**config.mk**
```make
export PLATFORM = sky130hd
export DESIGN_NAME = byte_stuffed_frame_receiver
export DESIGN_NICKNAME = d
export VERILOG_FILES = /design/src/bsfr_pkg.sv /design/src/bsfr_decode.sv /design/src/bsfr_out_reg.sv /design/src/byte_stuffed_frame_receiver.sv
export SDC_FILE = /design/constraint.sdc
export NUM_CORES = 1
export LEC_CHECK = 0
export ABC_AREA = 1
export BUFFER_PORTS_ARGS = -buffer_cell sky130_fd_sc_hd__buf_2
export CORE_ASPECT_RATIO = 0.9
export CORE_MARGIN = 3
export CORE_UTILIZATION = 60
export DETAILED_ROUTE_END_ITERATION = 6
export PLACE_DENSITY = 0.91
export RECOVER_POWER = 100
export SLEW_MARGIN = 5
export SYNTH_ARGS = -nofsm -noshare
export SYNTH_HDL_FRONTEND = slang
export SYNTH_SLANG_ARGS = --single-unit
```
**constraint.sdc**
```tcl
create_clock -name clk -period 7.1 [get_ports clk]
set_clock_uncertainty 0.05 [all_clocks]
set_input_delay 0.71 -clock clk [delete_from_list [all_inputs] [get_ports clk]]
set_output_delay 0.71 -clock clk [all_outputs]
set_load 0.01 [all_outputs]
```
**src/bsfr_pkg.sv**
```systemverilog
`timescale 1ns / 1ps
`default_nettype none

package bsfr_pkg;

	localparam logic [7:0]  FLAG_BYTE = 8'h7E;
	localparam logic [7:0]  ESC_BYTE  = 8'h7D;
	localparam logic [7:0]  ESC_LOW   = 8'h5D;
	localparam logic [7:0]  ESC_HIGH  = 8'h5E;
	localparam logic [7:0]  ESC_XOR   = 8'h20;
	localparam logic [12:0] COUNT_MAX = 13'h1FFF;
	localparam logic [11:0] MAX_FRAME_RESET = 12'd256;

	typedef enum logic [1:0] {
		MODE_IDLE   = 2'd0,
		MODE_START  = 2'd1,
		MODE_ESCAPE = 2'd2,
		MODE_RECV   = 2'd3
	} mode_t;

	typedef enum logic [1:0] {
		KIND_DATA    = 2'd0,
		KIND_END     = 2'd1,
		KIND_ESC_ERR = 2'd2,
		KIND_OVF_ERR = 2'd3
	} kind_t;

	typedef struct packed {
		mode_t       mode;
		logic [12:0] count;
	} rx_state_t;

	typedef struct packed {
		logic        valid;
		kind_t       kind;
		logic [7:0]  data;
		logic [12:0] pos;
	} rx_result_t;

endpackage

`default_nettype wire

```
**src/bsfr_decode.sv**
```systemverilog
`timescale 1ns / 1ps
`default_nettype none

module bsfr_decode
	import bsfr_pkg::*;
(
	input  wire rx_state_t  cur,
	input  wire logic [7:0]  line_byte,
	input  wire logic [11:0] max_frame_bytes,
	output rx_state_t        nxt,
	output rx_result_t       res
);

	logic [12:0] base;
	logic        store;
	logic [7:0]  store_data;

	always_comb begin
		nxt        = cur;
		res        = '0;
		res.kind   = KIND_DATA;
		store      = 1'b0;
		store_data = line_byte;
		base       = cur.count;
		case (cur.mode)
			MODE_IDLE: begin
				if (line_byte == FLAG_BYTE) begin
					nxt.count = '0;
					nxt.mode  = MODE_START;
				end
			end
			MODE_START: begin
				if (line_byte == ESC_BYTE) begin
					nxt.count = '0;
					nxt.mode  = MODE_ESCAPE;
				end else if (line_byte != FLAG_BYTE) begin
					base  = '0;
					store = 1'b1;
				end
			end
			MODE_ESCAPE: begin
				if (line_byte inside {ESC_LOW, ESC_HIGH}) begin
					store      = 1'b1;
					store_data = line_byte ^ ESC_XOR;
				end else begin
					nxt.count = '0;
					nxt.mode  = MODE_IDLE;
					res.valid = 1'b1;
					res.kind  = KIND_ESC_ERR;
				end
			end
			MODE_RECV: begin
				if (cur.count > {1'b0, max_frame_bytes}) begin
					nxt.count = '0;
					nxt.mode  = MODE_IDLE;
					res.valid = 1'b1;
					res.kind  = KIND_OVF_ERR;
				end else if (line_byte == ESC_BYTE) begin
					nxt.mode = MODE_ESCAPE;
				end else if (line_byte == FLAG_BYTE) begin
					nxt.mode  = MODE_START;
					res.valid = 1'b1;
					res.kind  = KIND_END;
					res.pos   = cur.count;
				end else begin
					store = 1'b1;
				end
			end
			default: begin
				nxt = cur;
			end
		endcase
		if (store) begin
			nxt.mode  = MODE_RECV;
			nxt.count = (base != COUNT_MAX) ? base + 13'd1 : base;
			res.valid = 1'b1;
			res.kind  = KIND_DATA;
			res.data  = store_data;
			res.pos   = base;
		end
	end

endmodule

`default_nettype wire

```
**src/bsfr_out_reg.sv**
```systemverilog
`timescale 1ns / 1ps
`default_nettype none

module bsfr_out_reg
	import bsfr_pkg::*;
(
	input  wire logic        clk,
	input  wire logic        arst_n,
	input  wire logic        load,
	input  wire rx_result_t  res,
	input  wire logic        out_stall,
	output logic             free,
	output logic             out_valid,
	output logic [1:0]       result_kind,
	output logic [7:0]       data_byte,
	output logic [12:0]      byte_position
);

	logic       valid_q;
	kind_t      kind_q;
	logic [7:0] data_q;
	logic [12:0] pos_q;

	assign free = !valid_q || !out_stall;

	always_ff @(posedge clk or negedge arst_n) begin
		if (!arst_n) begin
			valid_q <= 1'b0;
		end else if (free) begin
			valid_q <= load && res.valid;
		end
	end

	always_ff @(posedge clk) begin
		if (free && load && res.valid) begin
			kind_q <= res.kind;
			data_q <= res.data;
			pos_q  <= res.pos;
		end
	end

	assign out_valid     = valid_q;
	assign result_kind   = kind_q;
	assign data_byte     = data_q;
	assign byte_position = pos_q;

endmodule

`default_nettype wire

```
**src/byte_stuffed_frame_receiver.sv**
```systemverilog
`timescale 1ns / 1ps
`default_nettype none
// byte-stuffed frame receiver
// input channel: line_byte with in_valid / in_stall, one raw line byte per item
// output channel: result_kind, data_byte, byte_position with out_valid / out_stall
// config: cfg_wr_en with cfg_wr_data writes max_frame_bytes; write only when idle
// each accepted byte yields zero or one result item (data, frame end, escape
// error, overflow error)
// an accepted byte is held in the input register and decoded from there; its result
// is loaded into the output register once that register is free
// throughput: one byte per cycle while in_stall is low, set by the mode/count update
// between the input register and the output register
// reset: mode idle, count zero, max_frame_bytes 256, both registers empty
// stall: a held result stays on the output unchanged; an empty input register still
// takes one more byte, then in_stall rises until the output is taken
module byte_stuffed_frame_receiver
	import bsfr_pkg::*;
(
	input  wire logic        clk,
	input  wire logic        arst_n,
	input  wire logic        cfg_wr_en,
	input  wire logic [11:0] cfg_wr_data,
	input  wire logic        in_valid,
	output logic             in_stall,
	input  wire logic [7:0]  line_byte,
	output logic             out_valid,
	input  wire logic        out_stall,
	output logic [1:0]       result_kind,
	output logic [7:0]       data_byte,
	output logic [12:0]      byte_position
);

	logic [11:0] max_q;
	logic        valid_s1;
	logic [7:0]  byte_s1;
	rx_state_t   state_q;
	rx_state_t   state_nxt;
	rx_result_t  res;
	logic        free;
	logic        advance;

	always_ff @(posedge clk or negedge arst_n) begin
		if (!arst_n) begin
			max_q <= MAX_FRAME_RESET;
		end else if (cfg_wr_en) begin
			max_q <= cfg_wr_data;
		end
	end

	assign advance  = valid_s1 && free;
	assign in_stall = valid_s1 && !free;

	always_ff @(posedge clk or negedge arst_n) begin
		if (!arst_n) begin
			valid_s1 <= 1'b0;
		end else if (!in_stall) begin
			valid_s1 <= in_valid;
		end
	end

	always_ff @(posedge clk) begin
		if (in_valid && !in_stall) begin
			byte_s1 <= line_byte;
		end
	end

	bsfr_decode u_decode (
		.cur             (state_q),
		.line_byte       (byte_s1),
		.max_frame_bytes (max_q),
		.nxt             (state_nxt),
		.res             (res)
	);

	always_ff @(posedge clk or negedge arst_n) begin
		if (!arst_n) begin
			state_q.mode  <= MODE_IDLE;
			state_q.count <= '0;
		end else if (advance) begin
			state_q <= state_nxt;
		end
	end

	bsfr_out_reg u_out (
		.clk           (clk),
		.arst_n        (arst_n),
		.load          (advance),
		.res           (res),
		.out_stall     (out_stall),
		.free          (free),
		.out_valid     (out_valid),
		.result_kind   (result_kind),
		.data_byte     (data_byte),
		.byte_position (byte_position)
	);

	a_idle_count_zero: assert property (@(posedge clk) disable iff (!arst_n)
		state_q.mode == MODE_IDLE |-> state_q.count == 13'd0)
		else $error("count not zero in idle mode");

	a_error_fields_zero: assert property (@(posedge clk) disable iff (!arst_n)
		out_valid && (result_kind == KIND_ESC_ERR || result_kind == KIND_OVF_ERR)
		|-> data_byte == 8'd0 && byte_position == 13'd0)
		else $error("error result carries nonzero fields");

	a_capture: assert property (@(posedge clk) disable iff (!arst_n)
		in_valid && !in_stall |=> valid_s1)
		else $error("accepted item not held in input register");

endmodule

`default_nettype wire

```
# Word-level counts from Yosys, hierarchy flattened
# Index checks and enable logic that the tools add are counted.
word_totals:
  output_inout_bits: 25
  word_cells: 73
  regBits: 60
  inputBits: 25
op_classes:
  n_reduce_logical: 15
  add_sub_neg: 1
  n_bitwise: 1
  n_lt_le_gt_ge: 1
  muxes: 32
  n_eq_ne: 14
ops:
  columns: ["operator", "n"]
  rows:
  - ["13-bit 2-to-1 mux", 9]
  - ["15-bit 2-to-1 mux", 4]
  - ["15-bit one-hot mux with 4 select lines", 1]
  - ["8-bit by 7-bit equality test with 1-bit output, second input constant", 4]
  - ["24-bit 2-to-1 mux", 1]
  - ["13-bit by 1-bit adder with 13-bit output, second input constant", 1]
  - ["13-bit by 12-bit greater-than comparator with 1-bit output", 1]
  - ["13-bit inequality test, second input constant", 1]
  - ["3-bit 2-to-1 mux", 4]
  - ["6-bit 2-to-1 mux", 2]
  - ["5-bit AND reduction", 2]
  - ["3-bit by 1-bit inequality test with 1-bit output, second input constant", 3]
  - ["8-bit by 7-bit inequality test with 1-bit output, second input constant", 1]
  - ["1-bit logical AND", 6]
  - ["1-bit 2-to-1 mux", 6]
  - ["2-bit 2-to-1 mux", 3]
  - ["3-bit one-hot mux with 2 select lines", 1]
  - ["5-bit by 1-bit inequality test with 1-bit output, second input constant", 1]
  - ["2-bit equality test, second input constant", 2]
  - ["1-bit zero test", 4]
  - ["3-bit by 2-bit inequality test with 1-bit output, second input constant", 1]
  - ["1-bit one-hot mux with 3 select lines", 1]
  - ["2-bit by 1-bit equality test with 1-bit output, second input constant", 1]
  - ["2-bit zero test", 1]
  - ["other kinds (3)", 3]

# Depth between registers and ports, before layout
# Gate-level depths: netlist of the first run.
logic_depth:
  depth_word: 7
  depth_mapped: 16
  mapped_depth_nobuf: 15

# Hierarchy
# From an unflattened synthesis of the first run, not the netlist that was laid out.
unflattened:
  hier_cells: 444
  area_unflattened_um2: 3611.0
by_module_without_submodules:
  columns: ["module", "area_each_um2", "seq_area_each_um2", "n_inst", "cells_each"]
  rows:
  - ["bsfr_decode", 1460.2, 0.0, 1, 283]
  - ["byte_stuffed_frame_receiver", 1411.4, 942.2, 1, 132]
  - ["bsfr_out_reg", 739.5, 715.7, 1, 29]

# Worst setup path after synthesis of the first run
# OpenSTA, ideal clock, no wires.
synth_timing:
  path_kind: "flip-flop to flip-flop"
  from: "register max_q[8]"
  to: "register u_out.pos_q[0], in the netlist u_out.byte_position[0], enable pin"
  path_buffers: 0
  t_arrival_ps: 2567
  synth_period_minus_slack_ps: 3019
  required_ps: 6647
  path_slack_ps: 4081
  path_stages_with_launch: 14
  path_cell_list: "dfstp_2 > inv_1 > ha_1 > nand2_1 > inv_1 > nand2_1 > nand2_1 > a21oi_1 > nand2_1 > nand2_1 > nand3_1 > nand2_1 > nor2_1 > nor2_1"
synth_between:
  elab_chain_cells: 5
synth_rtl:
  columns: ["element", "line_no", "text"]
  rows:
  - ["start: declaration", "byte_stuffed_frame_receiver.sv:33", "logic [11:0] max_q;"]
  - ["start signal: assignment", "byte_stuffed_frame_receiver.sv:46", "max_q <= cfg_wr_data;"]
  - ["13-bit by 12-bit greater-than comparator with 1-bit output (*)", "bsfr_decode.sv:53", "if (cur.count > {1'b0, max_frame_bytes}) begin"]
  - ["1-bit 2-to-1 mux or 3-bit 2-to-1 mux (tied branches)", "bsfr_decode.sv:53", null]
  - ["1-bit one-hot mux with 3 select lines or 3-bit one-hot mux with 2 select lines (tied branches)", "bsfr_decode.sv:25", "case (cur.mode)"]
  - ["24-bit 2-to-1 mux (*)", "bsfr_decode.sv:73", "if (store) begin"]
  - ["1-bit logical AND (*)", "bsfr_out_reg.sv:35", "if (free && load && res.valid) begin"]
  - ["end signal: assignment", "bsfr_out_reg.sv:38", "pos_q <= res.pos;"]
  - ["end: declaration", "bsfr_out_reg.sv:22", "logic [12:0] pos_q;"]
# Every way passes the cells marked *; elsewhere a longest branch is shown, timed or not.
# A chain may end at the register's enable or synchronous reset.

# Final worst setup path of the first run
layout_timing:
  from: "register byte_s1[7]"
  to: "register state_q[0] (netlist bit)"
layout_between:
  elab_chain_cells: 7
layout_rtl:
  columns: ["element", "line_no", "text"]
  rows:
  - ["start: declaration", "byte_stuffed_frame_receiver.sv:35", "logic [7:0] byte_s1;"]
  - ["start signal: assignment", "byte_stuffed_frame_receiver.sv:63", "byte_s1 <= line_byte;"]
  - ["8-bit by 7-bit inequality test with 1-bit output or 8-bit by 7-bit equality test with 1-bit output (tied branches)", "bsfr_decode.sv:36, bsfr_decode.sv:27, bsfr_decode.sv:60", null]
  - ["13-bit 2-to-1 mux or 1-bit 2-to-1 mux (tied branches)", "bsfr_decode.sv:36, bsfr_decode.sv:60", null]
  - ["13-bit 2-to-1 mux or 1-bit 2-to-1 mux (tied branches)", "bsfr_decode.sv:33, bsfr_decode.sv:58", null]
  - ["13-bit 2-to-1 mux or 1-bit 2-to-1 mux (tied branches)", "bsfr_decode.sv:25, bsfr_decode.sv:53", null]
  - ["13-bit by 1-bit adder with 13-bit output (tied with other cells)", "bsfr_decode.sv:75", "nxt.count = (base != COUNT_MAX) ? base + 13'd1 : base;"]
  - ["13-bit 2-to-1 mux (tied with other cells)", "bsfr_decode.sv:75", null]
  - ["15-bit 2-to-1 mux or 5-bit AND reduction (tied branches)", null, null]
  - ["end signal: assignment", "byte_stuffed_frame_receiver.sv:80", "state_q <= state_nxt;"]
  - ["end: declaration", "byte_stuffed_frame_receiver.sv:36", "rx_state_t state_q;"]
# Several ways; a longest one is shown, not always the timed one.

==> results.md, run 1 <==
- Largest net degree at the start of global routing: 30
- Fill cell count: about 370
- Clock root buffer: clkbuf_8
- Synth top area share: 0.283
- Worst hold path type: reg -> reg
- Post-route setup slack: approximately 3 ns
- Tot Pwr: between 1 and 1.5 mW
- Failing checks: max-capacitance violations, max-slew violations
- Drt wl/cell: between 15 and 20 um
- Area leader, netlist: edfxtp_1
- Port bufs: between 40 and 50
- Gate Count Post-Synth: between 300 and 400
- # Max-Cap Violations: 2
- Mapped cell area: 0.00329 mm2
- Crit path top cell by count: nand2_1
- Top-count cell post-synth: nand2_1
- Top cells by count, synth: nand2_1, inv_1, nand3_1
- Die X: approximately 84 um
- Area growth, synth to finish: 10.7%
- Finished Layout Cells: ~500
- Die Ht: between 70 and 80 um
- Cts hold-fix bufs: 0
- Number of diodes: 0
- Yosys cell types: 32
- Mux contribution to synthesized area: 0.00342
- Seq cells post-synth: 60
- Leakage: about 1.7 nW
- Crit. End Element: flop
- Crit-path max cell delay: around 0.89 ns
- Seq/Total Area, Yosys: 0.503
- Vias in the first global route: around 2700
- Power density over cell area: slightly above 300 mW/mm2
- Unrepaired setup endpoints after global routing: no
- Worst vdd ir: around 0.21 mV
- Hold Vio Cnt, Final: 0
- Grt ovf: 0
- Clock transition at path regs: approximately 0.060 ns
- Fraction of synthesized cell area in xor and xnor cells: 0.0106
- Main combinational cell family by area after synthesis: simple AND/OR/NAND/NOR gates
- CP cell instances: inv_1 > nand2_1 > nor2_1 > nand2_1 > nand3_1 > nand2_1 > inv_1 > ha_1 > nand2_1 > nor2_1 > nand2_4 > nor2_1 > nand2_1 > nand2_1 > o21ai_0
- Syn_nets: just over 400
- Gpl congestion: ~0.90
- DRT Wirelength: 7.49 mm
- Clock buffer count from CTS: 9
- CP Depth: 15
- Global-route wire length before repair: around 13 mm
- GRT Util Overall: 0.246
- Rows: 24
- Post-synth EDFFs: 31
- Via density: around 5.7
- DR vias: approximately 2800
- Place WS: 4.04 ns
- Final setup fails: 0
- Synth top area cells: edfxtp_1, dfrtp_1, nand2_1
- Startpoint types: flop
- WP data arrival: 4.33 ns
- Starting density of the core: 0.649
- Instance area at placement: approximately 0.0036 mm2
- Post-cts resize count: 0
- Min Tclk post-route: 4.18 ns
- Yosys synthesis warning count: 0
- Num ports: 50
- Crit share post-route: 0.589
- Worst path top cell family by delay: simple AND/OR/NAND/NOR gates
- R2R depth: 15
- Final slew viol count: 54
- Post-synthesis compound-gate area fraction: 0.0676
- Finished layout cell area: about 0.0036 mm2
- Core area: 0.00507 mm2
- Initial antenna violation count: 0
- Final setup TNS: 0 ns
- Post-DP HPWL: approximately 5.3 mm
- Worst-skew pair later-pin latency: around 0.34 ns
- Crit path max fanout: 25
- WS Path Type: reg -> reg
- Slowest stage cell on the critical path: nand3_1
- DRT iter0 DRCs: 351
- Layout cells sized above 1: 0.132
- Htree depth: 3
- CTS tree: built
- Placed Instances: 480
- Final net count: between 400 and 500
- Worst Max-Slew Pin Slew: 1.86 ns
- Adder and majority gate portion of the synthesized area: 0.0494
- Syn Area/Cell: 8.79 um2
- DRC violations left: 0
- Total clock sinks: 60
- Simple-gate portion of the synthesized area: 0.294
- Relative slew slack: -0.243
- Post-synthesis async set-or-reset flop share: 0.483
- Post-CTS setup buffer count: 0
- F_max: ~240 MHz
- ANT nets after route: 0
- Clk buf depth: 2
- Outcome: finished with violations
- Required time of the worst setup path: ~7.3 ns
- CP bufs+invs: 2
- Die area: ~0.0064 mm2
- Hold-critical path depth: 2
- Router iterations before antenna repair: 5
- Ys flop type: edfxtp_1
placed cells by master (no fill, tap or decap), types with 4 or more instances in the layout:
master / instances
a21oi_1: 5
buf_2: 22
clkbuf_1: 29
clkbuf_8: 9
dfrtp_1: 28
edfxtp_1: 31
ha_1: 13
inv_1: 44
nand2_1: 99
nand3_1: 37
nand3_2: 5
nand4_1: 8
nor2_1: 36
nor2_2: 4
o21ai_0: 34
o21ai_1: 4
worst reg2reg max path, delay by kind of cell, from the launching register on:
kind | cells | cell delay, ns
AO/OA/AOI/OAI | 1 | 0.09
adder cells (fa/ha/maj) | 1 | 0.27
buffers and inverters | 2 | 0.35
flip-flops | 1 | 0.38
AND/OR/NAND/NOR | 11 | 2.91
final timing paths:
path	from	end	slack (ns)
setup / recovery	byte_s1[7]	state_q[0]	2.92
hold / removal	max_q[8]	max_q[8]	0.46
setup reg to reg	byte_s1[7]	state_q[0]	2.92
hold reg to reg	max_q[8]	max_q[8]	0.46
max in group asynchronous	arst_n	state_q[0]	5.33
min in group asynchronous	arst_n	max_q[2]	0.72
area by class of cell:
type	count	area, um2	area share
Timing Repair Buffer	49	211	0.0580
Tap cell	65	81.3	0.0223
Inverter	45	169	0.0463
Sequential cell	60	1660	0.455
Clock buffer	11	131	0.0360
Multi-Input combinational cell	261	1340	0.368
Clock inverter	5	52.6	0.0144
sequential cells by signal, indices dropped and copies added, names as in the netlist:
register	count
u_out.result_kind	2
u_out.data_byte	8
state_q	15
valid_s1	1
byte_s1	8
u_out.out_valid	1
max_q	12
u_out.byte_position	13
cells by family after synthesis:
group,Yosys count
adder cells (fa/ha/maj),13
AO/OA/AOI/OAI,44
XOR/XNOR,4
AND/OR/NAND/NOR,199
flip-flops,60
multiplexers,1
buffers and inverters,54
per-stage QoR:
| step | utilization | hold WS, ns |
|---|---|---|
| global placement | 0.701 | 0.438 |
| CTS | 0.737 | 0.356 |
| detailed placement | 0.701 | 0.461 |
| global route | 0.719 | 0.480 |
| floorplan | - | 0.364 |
| finish | 0.719 | 0.459 |
where the power goes:
| group | switching [mW] | internal (mW) | total, mW |
|---|---|---|---|
| logic | 0.236 | 0.0771 | 0.313 |
| clock network | 0.129 | 0.160 | 0.290 |
| registers | 0.0377 | 0.460 | 0.498 |
routing by layer:
layer,wire (um),GRT usage
met5,0,0
met4,124,0.0852
met3,732,0.0714
met2,3460,0.379
met1,3170,0.333
(Power assumes the default switching activity.)
==> inputs of run 2 (changes only) <==
- CORE_UTILIZATION: 60 -> 57
- PLACE_DENSITY: 0.91 -> 0.88
- clock period: 7.1 -> 4.2 ns (I/O delays scaled with it)
==> results.md, run 2 (synthesis results as in run 1) <==
- Post-route setup slack: slightly below 0.9 ns
- Final setup TNS: 0 ns
- Post-CTS setup buffer count: 0
- Drt wl/cell: 14.8 um
- Crit path top cell by count: nand2_1
- Fill cell count: ~430
- Hold Vio Cnt, Final: 0
- Global-route wire length before repair: between 10 and 15 mm
- Instance area at placement: 0.00357 mm2
- Hold_ws: 0.200 ns
- Commonest non-fill, non-tap cells in the layout: nand2_1, inv_1, nand3_1, nor2_1, o21ai_0
- Outcome: finished with violations
- Port bufs: 49
- Reg-to-reg startpoint: byte_s1[7]
- Htree depth: 3
- Crit share post-route: 0.788
- R2R depth: 14
- Commonest non-fill, non-tap cell in the layout: nand2_1
- Clock transition at path regs: 0.07 ns
- Clock root buffer: clkbuf_8
- Reg2Reg Setup Slack: between 0.8 and 0.9 ns
- Relative slew slack: -0.0819
- Die X: roughly 86 um
- Area growth, synth to finish: 12.1%
- DRT Wirelength: about 7.4 mm
- Failing checks: max-capacitance violations, max-slew violations
- Finished Layout Cells: roughly 500
- Gpl congestion: 0.895
- Post-DP HPWL: around 5.4 mm
- Die area: slightly below 0.007 mm2
- Final setup fails: 0
- Leakage: between 1.5 and 2 nW
- WS Path Type: reg -> reg
- Worst-skew pair later-pin latency: between 0.3 and 0.4 ns
- CP cell instances: inv_1 > nand2_1 > nor2_4 > nand2_1 > nand3_4 > nand2_1 > inv_1 > ha_1 > nand2_1 > nor2_1 > nand4_1 > o21ai_0 > nand2_1 > nand2_1
- Worst setup startpoint: byte_s1[7]
- Unrepaired setup endpoints after global routing: no
- Crit path max fanout: 25
- Worst path top cell family by delay: simple AND/OR/NAND/NOR gates
- CTS tree: built
- Worst vdd ir: roughly 0.37 mV
- Worst hold endpoint: byte_s1[7]
- Via density: 5.54
- Number of diodes: 0
- WP data arrival: between 3 and 4 ns
- Final slew viol count: 30
- Hold-critical path depth: 1
- Post-cts resize count: 0
- Initial antenna violation count: 0
- Number of flip-flops in the largest register: 15
- ANT nets after route: 0
- Crit. End Element: flop
- Final net count: approximately 470
- Worst Max-Slew Pin Slew: 1.62 ns
- Finished layout cell area: around 0.0037 mm2
- DR vias: approximately 2800
- Clock buffer count from CTS: 9
- Starting density of the core: 0.609
- Num ports: 50
- Min Tclk post-route: approximately 3.3 ns
- Clk buf depth: 2
- CP bufs+invs: 2
- Worst hold path type: in -> reg
- # Max-Cap Violations: 1
- DRT iter0 DRCs: 305
- Grt ovf: 0
- Total clock sinks: 60
- Required time of the worst setup path: between 4 and 5 ns
- GRT Util Overall: 0.237
- Largest net degree at the start of global routing: 30
- Layout cells sized above 1: 0.144
- Placed Instances: between 400 and 500
- Rows: 25
- Die Ht: ~78 um
- F_max: between 300 and 400 MHz
- Router iterations before antenna repair: 6
- Slowest stage cell on the critical path: nor2_1
- Crit-path max cell delay: slightly above 0.5 ns
- Cts hold-fix bufs: 0
- Power density over cell area: about 510 mW/mm2
- DRC violations left: 0
- Startpoint types: flop
- Vias in the first global route: roughly 2700
- Place WS: around 1.3 ns
- Largest register by flop count: state_q
- Hold Startpoint: line_byte[7]
- Core area: approximately 0.0054 mm2
- FF-to-FF End: state_q[1]
-- run 2: cell type report --
type | instances | area [um2] | area share
repair buffers | 50 | 219 | 0.0593
inverters | 45 | 169 | 0.0457
well taps | 67 | 83.8 | 0.0227
clock inverters | 5 | 52.6 | 0.0142
flip-flops and latches | 60 | 1660 | 0.449
clock buffers | 11 | 131 | 0.0356
multi-input cells | 261 | 1380 | 0.374
-- run 2: power breakdown --
part | internal [mW] | leakage, nW | total [mW] | switching (mW)
Clock | 0.271 | 0.0931 | 0.493 | 0.222
Sequential | 0.774 | 0.672 | 0.836 | 0.0616
Combinational | 0.141 | 0.958 | 0.555 | 0.414
-- run 2: worst max-delay path by stage --
| stage | end | slack (ns) | cells after the start |
|---|---|---|---|
| after floorplan | u_out.byte_position[0] | 1.18 | 13 |
| after global placement | u_out.data_byte[3] | 1.42 | 14 |
| after detailed placement | u_out.data_byte[4] | 1.32 | 14 |
| after CTS | u_out.result_kind[0] | 1.30 | 14 |
| after global routing | state_q[0] | 0.57 | 14 |
| final | state_q[1] | 0.89 | 14 |
-- run 2: metrics by stage --
| stage | total power, mW | utilization |
|---|---|---|
| floorplan | 1.25 | - |
| global placement | 1.40 | 0.659 |
| detailed placement | 1.42 | 0.659 |
| CTS | 1.92 | 0.693 |
| global route | 1.99 | 0.683 |
| finish | 1.88 | 0.683 |
-- run 2: metal layers --
metal / part of all wire / routed length [um] / track usage / vias up
met3: 0.090 / 664 / 0.0577 / 19
met2: 0.45 / 3360 / 0.363 / 134
li1: - / - / - / 1340
met1: 0.43 / 3200 / 0.320 / 1270
met5: 0 / 0 / 0 / -
met4: 0.023 / 169 / 0.104 / 0
-- run 2: worst register-to-register path: stages, from the launching register on --
cell and delay (ns):
edfxtp_1 0.37, inv_1 0.13, nand2_1 0.11, nor2_4 0.10
nand2_1 0.16, nand3_4 0.30, nand2_1 0.23, inv_1 0.18
ha_1 0.26, nand2_1 0.08, nor2_1 0.51, nand4_1 0.36
o21ai_0 0.27, nand2_1 0.07, nand2_1 0.07
==> inputs of run 3 (changes only) <==
- ABC_AREA: 1 -> 0
- clock period: 4.2 -> 3.45 ns (I/O delays scaled with it)
==> results.md, run 3 <==
- Die X: between 80 and 90 um
- # Max-Cap Violations: 1
- Sequential Power Share: 0.416
- CP cell instances: ha_1 > nand4b_1 > or3_1 > or3_4 > o211ai_1 > o21a_1 > and3_1
- Total clock sinks: 60
- Clock root buffer: clkbuf_8
- Post-DP HPWL: approximately 5.2 mm
- Pint: about 1.7 mW
- Vias in the first global route: roughly 2400
- Leakage: roughly 1.6 nW
- Post-synth EDFFs: 31
- Syn Area/Cell: roughly 11 um2
- Switching Fraction: 0.349
- Crit share post-route: 0.916
- Hold-critical path depth: 1
- Yosys cell types: 56
- Layout cells sized above 1: 0.148
- Grt ovf: 0
- Placed Instances: around 410
- DRT iter0 DRCs: 256
- Number of diodes: 0
- Die area: between 0.006 and 0.007 mm2
- Worst vdd ir: 0.522 mV
- Area growth, synth to finish: 14.2%
- Core area: ~0.0053 mm2
- Unrepaired setup endpoints after global routing: no
- Mapped cell area: roughly 0.0032 mm2
- Slowest stage cell on the critical path: o21a_1
- Failing checks: max-capacitance violations, max-slew violations
- Via density: 6.24
- Required time of the worst setup path: around 3.6 ns
- Gpl congestion: around 0.9
- Htree depth: 3
- DRT Wirelength: around 7.3 mm
- R2R depth: 7
- Router iterations before antenna repair: 5
- Proportion of power drawn by combinational gates: 0.297
- DRC violations left: 0
- CTS tree: built
- Port bufs: 49
- Syn_nets: 342
- Number of flip-flops in the largest register: 15
- Clock power share: 0.286
- Outcome: finished with violations
- Synth top area cells: edfxtp_1, dfrtp_1, ha_1
- Top cells by count, synth: edfxtp_1, nand2_1, dfrtp_1
- Yosys synthesis warning count: 0
- Commonest non-fill, non-tap cells in the layout: edfxtp_1, nand2_1, clkbuf_1, dfrtp_1, and3_1
- F_max: about 320 MHz
- Clock transition at path regs: 0.07 ns
- Finished Layout Cells: between 400 and 500
- DR vias: ~2700
- Final slew viol count: 30
- Tot Pwr: around 2.6 mW
- Psw: roughly 0.90 mW
- Startpoint types: flop
- Starting density of the core: 0.599
- Relative slew slack: -0.0391
- Largest net degree at the start of global routing: 30
- Crit. End Element: flop
- Worst Max-Slew Pin Slew: about 1.6 ns
- WP data arrival: approximately 3.3 ns
- Worst-skew pair later-pin latency: ~0.34 ns
- WS Path Type: reg -> reg
- Seq cells post-synth: 60
- Crit-path max cell delay: around 0.46 ns
- Num ports: 50
- Post-CTS setup buffer count: 0
- Synth top area share: 0.291
- Top-count cell post-synth: edfxtp_1
- Commonest non-fill, non-tap cell in the layout: edfxtp_1
- Drt wl/cell: between 15 and 20 um
- Power density over cell area: around 700 mW/mm2
- Global-route wire length before repair: 11.9 mm
- Final net count: 392
- Clock buffer count from CTS: 9
- Seq/Total Area, Yosys: 0.518
- Final setup fails: 0
- Rows: 25
- Post-synthesis async set-or-reset flop share: 0.483
- Ys flop type: edfxtp_1
- Gate Count Post-Synth: 304
- GRT Util Overall: 0.233
- Clk buf depth: 2
- ANT nets after route: 0
- Die Ht: about 77 um
- Area leader, netlist: edfxtp_1
- Initial antenna violation count: 0
- Hold Vio Cnt, Final: 0
- Worst hold path type: in -> reg
- Min Tclk post-route: ~3.2 ns
- Largest register by flop count: state_q
- Crit path max fanout: 13
- Final setup TNS: 0 ns
run 3: cell types whose count changed after synthesis, moves of 6 or more:
cell	change
and3_1	+23
o21ai_1	-6
nand2_1	-67
a31oi_1	+17
nor2_1	-15
o21ai_0	-12
inv_1	-25
nand3_1	-14
run 3: power by group through the flow:
| stage | registers (mW) | logic, mW | clock network (mW) |
|---|---|---|---|
| finish | 1.07 | 0.766 | 0.737 |
| detailed placement | 1.08 | 0.775 | 0 |
| CTS | 1.07 | 0.787 | 0.748 |
| global route | 1.09 | 0.838 | 0.781 |
| floorplan | 1.06 | 0.552 | 0 |
| global placement | 1.07 | 0.735 | 0 |
run 3: final timing paths:
check                                               end  slack (ns)         start
worst max-delay path            u_out.byte_position[10]        0.29   state_q[11]
worst min-delay path                         byte_s1[1]        0.13  line_byte[1]
worst max register to register  u_out.byte_position[10]        0.29   state_q[11]
worst min register to register                 max_q[0]        0.48      max_q[0]
max in group asynchronous                   state_q[12]        1.56        arst_n
min in group asynchronous                      max_q[0]        0.88        arst_n
run 3: kinds of logic after synthesis:
kind of cell,Yosys count,share of synthesized area
AND/OR/NAND/NOR,127,0.224
AO/OA/AOI/OAI,68,0.150
flip-flops,60,0.518
buffers and inverters,33,0.0480
adder cells (fa/ha/maj),13,0.0508
XOR/XNOR,2,0.00547
multiplexers,1,0.00352
run 3: critical path, delay by kind of cell (launching register included):
kind | cells | cell delay, ns
compound gates | 2 | 0.90
fa+ha+maj | 1 | 0.33
simple gates | 4 | 1.28
flops | 1 | 0.45
run 3: metrics by stage:
step	area [um2]	worst slack, ns	hold slack (ns)	util
global placement	3480	0.326	0.352	0.650
floorplan	3200	0.198	-0.000591	-
finish	3660	0.288	0.126	0.684
detailed placement	3480	0.162	0.361	0.650
CTS	3720	0.149	0.119	0.695
global route	3660	0.134	0.112	0.684
run 3: area by class of cell:
type	count	area (um2)
clock inverter	6	103
fill	397	1690
sequential	60	1660
inverter	18	67.6
multi-input combinational	211	1370
timing repair buffer	54	251
tap	67	83.8
clock buffer	10	128
run 3: layer usage:
layer,GRT usage,wire length [um]
met2,0.348,3430
met5,0,0
met1,0.328,2980
met3,0.0473,720
met4,0.108,181
run 3: what timing repair did:
action / CTS / global route
endpoints found under the hold margin: 8 / 0
resized for setup: 0 / 2
endpoints found under the setup margin: 0 / 25
hold buffers: 1 / 0
